<file path="src/rtl/rhc_pkg.sv">
package rhc_pkg;

  localparam int ChanW  = 8;
  localparam int OutW   = 15;
  localparam int NumW   = 23;
  localparam int QuoW   = 15;
  localparam int NCells = QuoW;

  localparam logic [NumW-1:0] PctFix = NumW'(25600);
  localparam logic [NumW-1:0] HueSec = NumW'(3840);
  localparam logic [NumW-1:0] OffG   = NumW'(7680);
  localparam logic [NumW-1:0] OffB   = NumW'(15360);
  localparam logic [NumW-1:0] OffW   = NumW'(23040);

  // one divider lane carried down the cell chain
  typedef struct packed {
    logic [NumW-1:0] rem;
    logic [ChanW-1:0] den;
    logic [QuoW-1:0] quo;
  } lane_t;

  typedef struct packed {
    logic  valid;
    lane_t hue;
    lane_t sat;
    logic [OutW-1:0] bri;
  } token_t;

endpackage

</file>
<file path="src/rtl/rhc_div_cell.sv">
module rhc_div_cell import rhc_pkg::*; (
  input  logic   clk,
  input  logic   rst,
  input  logic   stall,
  input  token_t din,
  output token_t dout
);

  token_t nxt;

  // one restoring-divide step for both lanes: shift remainder, try subtract
  function automatic lane_t step(input lane_t l);
    logic [NumW:0] r2;
    logic [NumW:0] t;
    lane_t o;
    r2 = {l.rem, 1'b0};
    t  = r2 - {1'b0, l.den, {QuoW{1'b0}}};
    o = l;
    o.quo = {l.quo[QuoW-2:0], 1'b0};
    if (!t[NumW]) begin
      o.rem = t[NumW-1:0];
      o.quo[0] = 1'b1;
    end else begin
      o.rem = r2[NumW-1:0];
    end
    return o;
  endfunction

  always_comb begin
    nxt = din;
    nxt.hue = step(din.hue);
    nxt.sat = step(din.sat);
  end

  always_ff @(posedge clk) begin
    if (rst) begin
      dout.valid <= 1'b0;
    end else if (!stall) begin
      dout.valid <= nxt.valid;
    end
    if (!stall) begin
      dout.hue <= nxt.hue;
      dout.sat <= nxt.sat;
      dout.bri <= nxt.bri;
    end
  end

endmodule

</file>
<file path="src/rtl/rhc_front.sv">
module rhc_front import rhc_pkg::*; (
  input  logic             clk,
  input  logic             rst,
  input  logic             stall,
  input  logic             valid,
  input  logic [ChanW-1:0] red,
  input  logic [ChanW-1:0] green,
  input  logic [ChanW-1:0] blue,
  output token_t           dout
);

  logic [ChanW-1:0] mx, mn, d;
  logic [ChanW:0]   num;
  logic [NumW-1:0]  off, numx, hnum, snum, bprod;

  always_comb begin
    mx = red;
    if (green > mx) mx = green;
    if (blue > mx) mx = blue;
    mn = red;
    if (green < mn) mn = green;
    if (blue < mn) mn = blue;
    d = mx - mn;
    // num is a signed difference in two's complement
    if (mx == red) begin
      num = {1'b0, green} - {1'b0, blue};
      off = (green < blue) ? OffW : '0;
    end else if (mx == green) begin
      num = {1'b0, blue} - {1'b0, red};
      off = OffG;
    end else begin
      num = {1'b0, red} - {1'b0, green};
      off = OffB;
    end
    numx = {{(NumW-ChanW-1){num[ChanW]}}, num};
    // wraps modulo 2^NumW; the true sum is never negative and fits
    hnum = off * NumW'(d) + HueSec * numx;
    snum = PctFix * NumW'(d);
    bprod = PctFix * NumW'(mx);
  end

  // brightness: divide by 255 with reciprocal 257/65536 and correction
  logic [31:0] q0;
  logic [NumW-1:0] r0;
  logic [OutW-1:0] bq;
  always_comb begin
    q0 = ({24'd0, mx} * 32'd6579200) >> 16;
    r0 = bprod - NumW'(q0[15:0]) * NumW'(255);
    bq = OutW'(q0[15:0]);
    if (r0 >= NumW'(255)) bq = bq + OutW'(1);
  end

  always_ff @(posedge clk) begin
    if (rst) begin
      dout.valid <= 1'b0;
    end else if (!stall) begin
      dout.valid <= valid;
    end
    if (!stall) begin
      dout.hue.rem <= (d == 0) ? '0 : hnum;
      dout.hue.den <= (d == 0) ? ChanW'(1) : d;
      dout.hue.quo <= '0;
      dout.sat.rem <= (mx == 0) ? '0 : snum;
      dout.sat.den <= (mx == 0) ? ChanW'(1) : mx;
      dout.sat.quo <= '0;
      dout.bri     <= bq;
    end
  end

endmodule

</file>
<file path="src/rtl/rgb_to_hsv_converter_top.sv">
// RGB to HSV pixel converter.
// Input channel: valid/stall with red, green, blue bytes; a transaction is
// taken when valid is high and stall is low.
// Output channel: valid/stall with hue (1/64 degree), saturation and
// brightness (percent times 256), all truncated.
// Pipeline: one front stage (min/max, sector, numerators, brightness by
// reciprocal) and a chain of 15 divider cells, one quotient bit per cell;
// the last cell drives the outputs.
// Throughput: one pixel per clock unless held; every stage moves together.
// The whole pipeline holds while a stalled output has a valid result; in_stall then
// follows out_stall, so a stalled result and all items behind it stay put.
// Reset clears all valid flags; payload registers are not reset.
module rgb_to_hsv_converter_top import rhc_pkg::*; (
  input  logic             clk,
  input  logic             rst,
  input  logic             in_valid,
  output logic             in_stall,
  input  logic [ChanW-1:0] red,
  input  logic [ChanW-1:0] green,
  input  logic [ChanW-1:0] blue,
  output logic             out_valid,
  input  logic             out_stall,
  output logic [OutW-1:0]  hue,
  output logic [OutW-1:0]  saturation,
  output logic [OutW-1:0]  brightness
);

  token_t chain [NCells+1];
  logic   hold;

  // only stall when the final result is waiting and can't leave
  assign hold     = out_stall && chain[NCells].valid;
  assign in_stall = hold;

  rhc_front u_front (
    .clk(clk), .rst(rst), .stall(hold), .valid(in_valid),
    .red(red), .green(green), .blue(blue), .dout(chain[0])
  );

  for (genvar i = 0; i < NCells; i++) begin : g_cell
    rhc_div_cell u_cell (
      .clk(clk), .rst(rst), .stall(hold), .din(chain[i]), .dout(chain[i+1])
    );
  end

  assign out_valid  = chain[NCells].valid;
  assign hue        = chain[NCells].hue.quo;
  assign saturation = chain[NCells].sat.quo;
  assign brightness = chain[NCells].bri;

  a_hold_out: assert property (@(posedge clk) disable iff (rst)
    out_valid && out_stall |=> out_valid && $stable(hue) && $stable(saturation))
    else $error("result changed under stall");
  a_hue_range: assert property (@(posedge clk) disable iff (rst)
    out_valid |-> hue < OutW'(23040))
    else $error("hue out of range");
  a_sat_range: assert property (@(posedge clk) disable iff (rst)
    out_valid |-> saturation <= OutW'(25600) && brightness <= OutW'(25600))
    else $error("percent out of range");

endmodule

</file>
<file path="config.mk">
export PLATFORM = sky130hd
export DESIGN_NAME = rgb_to_hsv_converter_top
export DESIGN_NICKNAME = d
export VERILOG_FILES = /design/src/rtl/rhc_pkg.sv /design/src/rtl/rhc_div_cell.sv /design/src/rtl/rhc_front.sv /design/src/rtl/rgb_to_hsv_converter_top.sv
export SDC_FILE = /design/constraint.sdc
export NUM_CORES = 2
export LEC_CHECK = 0
export BUFFER_PORTS_ARGS = -buffer_cell sky130_fd_sc_hd__buf_2
export CAP_MARGIN = 10
export CELL_PAD_IN_SITES_DETAIL_PLACEMENT = 0
export CELL_PAD_IN_SITES_GLOBAL_PLACEMENT = 2
export CORE_ASPECT_RATIO = 1.1
export CORE_MARGIN = 4
export CORE_UTILIZATION = 49
export DETAILED_ROUTE_END_ITERATION = 7
export PLACE_DENSITY_LB_ADDON = 0.1
export SLEW_MARGIN = 20
export SYNTH_ARGS = -nofsm -noshare
export SYNTH_HDL_FRONTEND = slang
export SYNTH_HIERARCHICAL = 1
export SYNTH_SLANG_ARGS = --single-unit
</file>
<file path="constraint.sdc">
create_clock -name clk -period 18.5 [get_ports clk]
set_clock_uncertainty 0.05 [all_clocks]
set_input_delay 3.7 -clock clk [delete_from_list [all_inputs] [get_ports clk]]
set_output_delay 3.7 -clock clk [all_outputs]
set_load 0.005 [all_outputs]
</file>
* After elaboration in Yosys (flattened, before gate mapping) *
Index checks and enable logic that the tools add are counted.

word-level totals
  input bits = 28
  flip-flop bits (word level) = 1426

operators by class
  equality and inequality tests = 2
  $lt $le $gt $ge = 6
  multiply operators = 6
  $add $sub $neg = 37
  muxes and demuxes = 68
  reductions and logical operators = 3

operators with widths
  operator                                              count
  subtractor 24 x 23 -> 24 bit                          30
  2-to-1 mux 23 bit                                     29
  2-to-1 mux 8 bit                                      4
  2-to-1 mux 1 bit                                      30
  2-to-1 mux 15 bit                                     2
  subtractor 8 x 8 -> 9 bit                             3
  multiplier 5 x 8 -> 13 bit, first input constant      2
  less-than comparator 8 bit                            3
  adder 23 bit                                          1
  >= comparator 23 x 8 -> 1 bit, second input constant  1
  multiplier 15 x 8 -> 23 bit, second input constant    1
  multiplier 23 x 8 -> 23 bit                           1
  multiplier 4 x 23 -> 15 bit, first input constant     1
  subtractor 23 bit                                     1
  multiplier 8 x 13 -> 21 bit, second input constant    1
  2-to-1 mux 9 bit                                      2
  equality test 8 bit                                   2
  > comparator 8 bit                                    2
  logical NOT 8 bit                                     2
  adder 15 x 1 -> 15 bit, second input constant         1
  2-to-1 mux 14 bit                                     1
  subtractor 8 bit                                      1
  logical AND 1 bit                                     1

* Longest topological paths before layout *
  depth in word-level cells = 9
  mapped depth = 58

* Cells and area by module *
Netlist, hierarchy kept.

modules (own cells, without submodules)
  module                                 instances  cells an instance  area an instance (µm²)
  rhc_div_cell at g_cell[12].u_cell ...  11         236                4277.9
  rhc_div_cell at g_cell[0].u_cell ...   4          233                4165.2
  rhc_front                              1          1499               13482.9
  rgb_to_hsv_converter_top               1          1                  6.3

* Worst setup path after synthesis *
No wires, ideal clock.

  kind = input port to flip-flop
  start point = input green[3]
  end point = register u_front/dout[9] (netlist bit) (data pin)
  buffers on the path = 4
  data required time = 18.167 ns
  stages on the path = 55
  slack = 2.285 ns
  arrival = 15.882 ns
  cell sequence = inv_1 > ha_1 > a21o_1 > a21oi_2 > a21o_1 > nand2_1 > a21oi_1 > ha_1 > a211oi_1 > o21bai_1 > a2111oi_4 > nor2_1 > a221oi_4 > mux2i_1 > inv_2 > ha_1 > ha_1 > inv_1 > (+19 left out) > fa_1 > fa_1 > inv_1 > fa_1 > inv_1 > ha_1 > o21ai_0 > nand2b_1 > a211oi_1 > o31ai_1 > a31o_2 > a311oi_1 > a2bb2oi_1 > or4_1 > clkbuf_1 > clkbuf_1 > nand3_1 > xnor2_1

between the ends
  word-level cells in the longest chain between the ends = 9
  elaborated cells on any way between the ends = 11

RTL lines
  what                           RTL line                        RTL
  start: declaration             rgb_to_hsv_converter_top.sv:19  input logic [ChanW-1:0] green,
  > comparator 8 bit             rhc_front.sv:18                 if (green > mx) mx = green;
  2-to-1 mux 8 bit *             rhc_front.sv:18
  > comparator 8 bit             rhc_front.sv:19                 if (blue > mx) mx = blue;
  2-to-1 mux 8 bit *             rhc_front.sv:19
  named net u_front.mx[4]        rhc_front.sv:12                 logic [ChanW-1:0] mx, mn, d;
  multiplier 8 x 13 -> 21 bit    rhc_front.sv:47                 q0 = ({24'd0, mx} * 32'd6579200) >> 16;
  multiplier 15 x 8 -> 23 bit    rhc_front.sv:48                 r0 = bprod - NumW'(q0[15:0]) * NumW'(255);
  subtractor 23 bit              rhc_front.sv:48
  >= comparator 23 x 8 -> 1 bit  rhc_front.sv:50                 if (r0 >= NumW'(255)) bq = bq + OutW'(1);
  2-to-1 mux 15 bit *            rhc_front.sv:50
  named net u_front.bq[9]        rhc_front.sv:45                 logic [OutW-1:0] bq;
  end: declaration               rhc_front.sv:9                  output token_t dout

The timed path passes the listed nets; every way through them passes the cells marked *.
A chain may end at the register's enable or synchronous reset.

* Worst setup path after layout *
  start point = input green[1]
  end point = register u_front/dout[14] (netlist bit) (data pin)

The elaborated chain is that of the path after synthesis.

==> impl_metrics.json <==
{
  "fp.dieH_um": 383,
  "first_pass_iters": 5,
  "crit_top_cell": "inv_1",
  "post-route-drc-count": 0,
  "fillCellCount": 10500,
  "multi_input_area_sq_mm": 0.0242,
  "antenna_found_initial": 0,
  "wire_per_inst_um": 16.4,
  "die_area_sq_mm": 0.133,
  "critPathCaptureType": "register",
  "fin_setup_tns_ns": 0,
  "nets": 5305,
  "rsz0062_at_grt": "no",
  "fmax_mhz": 58.0,
  "syn2layout_area_growth_pct": 10.5,
  "drv_slew": 0,
  "yosysWarnings": 6,
  "start_kind": "input port",
  "rows": 137,
  "drtAntennaViolNets": 0,
  "seqCellArea_sq_mm": 0.0358,
  "synthCells": 4433,
  "track_usage_pct": 16.1,
  "avgSynthCellArea_sq_um": 14.1,
  "gp_congestion": 0.852,
  "status": "completed",
  "antenna_cells": 0,
  "vias": 32500,
  "cp_slowest_cell": "or4_1",
  "worstPathRequired_ns": 18.88,
  "layout-drive-gt1-share_pct": 17.2,
  "slew_headroom_pct": 39.7,
  "grt_max_degree": 63,
  "cts.clk_slew.worst_paths_ns": 0.06,
  "start_util_pct": 49.3,
  "h-tree-depth": 3,
  "pin_count": 75,
  "post-cts-setup-buffers": 0,
  "clk_latency_ns": 0.71,
  "hold_buffers": 0,
  "cts_tree": "yes",
  "core_sq_mm": 0.127,
  "setup_viol": 0,
  "drt-initial-drc-count": 1308,
  "crit_arrival_ns": 17.62,
  "ctsResizeCount": 0,
  "crit_type": "in -> reg",
  "finalHoldViolations": 0,
  "numCtsBuffers": 118,
  "final_core_util_pct": 54.5,
  "grt_overflow": 0,
  "critPathMaxStageDelay_ns": 0.73,
  "place_hpwl_mm": 80.7,
  "hp-class": "reg -> reg",
  "finalCriticalPeriod_ns": 17.24,
  "wirelength_mm": 105,
  "cap_violations": 0,
  "worst_slew_pin_slew_ns": 0.899,
  "die_width_um": 349,
  "grt_pass1_wl_mm": 174,
  "cts.path.max_buffers": 3,
  "cts-root-buf": "clkbuf_16",
  "viasPerCell": 5.07,
  "synth_area_sq_mm": 0.0626,
  "crit_fanout": 16,
  "port_buffers": 74,
  "clock-sinks": 1198,
  "grt_pass1_vias": 34000,
  "period_share_pct": 93.2
}
## registers in the layout, indices dropped and copies added (netlist names)
name,flops
g_cell.u_cell/dout,1138
u_front/dout,60
## through the flow
stage               cell area, sq um  std cells  hold WS [ns]  setup WS (ns)
detailed placement             65100       6190         0.355          0.594
global placement               65100       6190         0.350          0.757
global route                   69100       6407         0.341          0.237
finish                         69100       6407         0.346           1.26
CTS                            69100       6407         0.334           1.29
floorplan                      62600       4450         0.350           2.29
## cells in the final DEF (no fill, tap or decap), types with 20 or more instances in the layout
cell       count
a21o_1        33
o21ai_2       24
a211oi_2      20
o21ai_0       64
nand3_1       72
xor2_1        90
fa_1         163
inv_1        615
a21oi_1      192
nor2b_2       20
nand4b_1      25
buf_4         33
clkinv_1      25
ha_1         472
a2111oi_0     25
clkbuf_16    120
mux2_2        62
edfxtp_1    1182
a211oi_1      45
clkinv_2      35
nand2_2       68
nor2_2        23
nor2b_1       30
nor2_1       196
mux2_4       121
nand2b_1      75
xnor2_4       30
nor3_1        39
mux2i_1      109
or2_2         34
nand2_1      107
xnor2_1      131
buf_2         74
o21ai_1       22
o22ai_1       31
a21oi_2       56
a21oi_4       23
## critical path, delay by kind of cell
family | cells | cell delay, ns
XOR/XNOR | 2 | 0.50
multiplexers | 1 | 0.26
buffers and inverters | 12 | 1.20
adder cells (fa/ha/maj) | 12 | 4.75
AO/OA/AOI/OAI | 18 | 4.83
AND/OR/NAND/NOR | 10 | 2.32
## per-layer routing
layer	routed length [um]	GRT usage [%]	vias up
li1	-	-	16300
met1	42700	18.7	15600
met2	57000	30.7	368
met3	2760	1.98	161
met4	2600	5.06	0
met5	0	0	-
## layout make-up
cell class              instances  share of cell area (%)
multi-input cells            2578                    35.0
well taps                    1668                    3.02
repair buffers                107                   0.894
inverters                     639                    3.49
clock buffers                 135                    4.43
clock inverters                82                    1.33
flip-flops and latches       1198                    51.8
## final timing paths
check / from / to / slack, ns / depth (start not counted)
max: green[1] / u_front/dout[14] / 1.26 / 55
min: g_cell[4].u_cell/dout[45] / g_cell[5].u_cell/dout[46] / 0.35 / 0
max reg2reg: g_cell[0].u_cell/dout[52] / g_cell[1].u_cell/dout[57] / 15.87 / 9
min reg2reg: g_cell[4].u_cell/dout[45] / g_cell[5].u_cell/dout[46] / 0.35 / 0
Power is left out: the tool's default activity adds up to more than one toggle a clock period on the data nets, which glitch-free logic cannot reach.
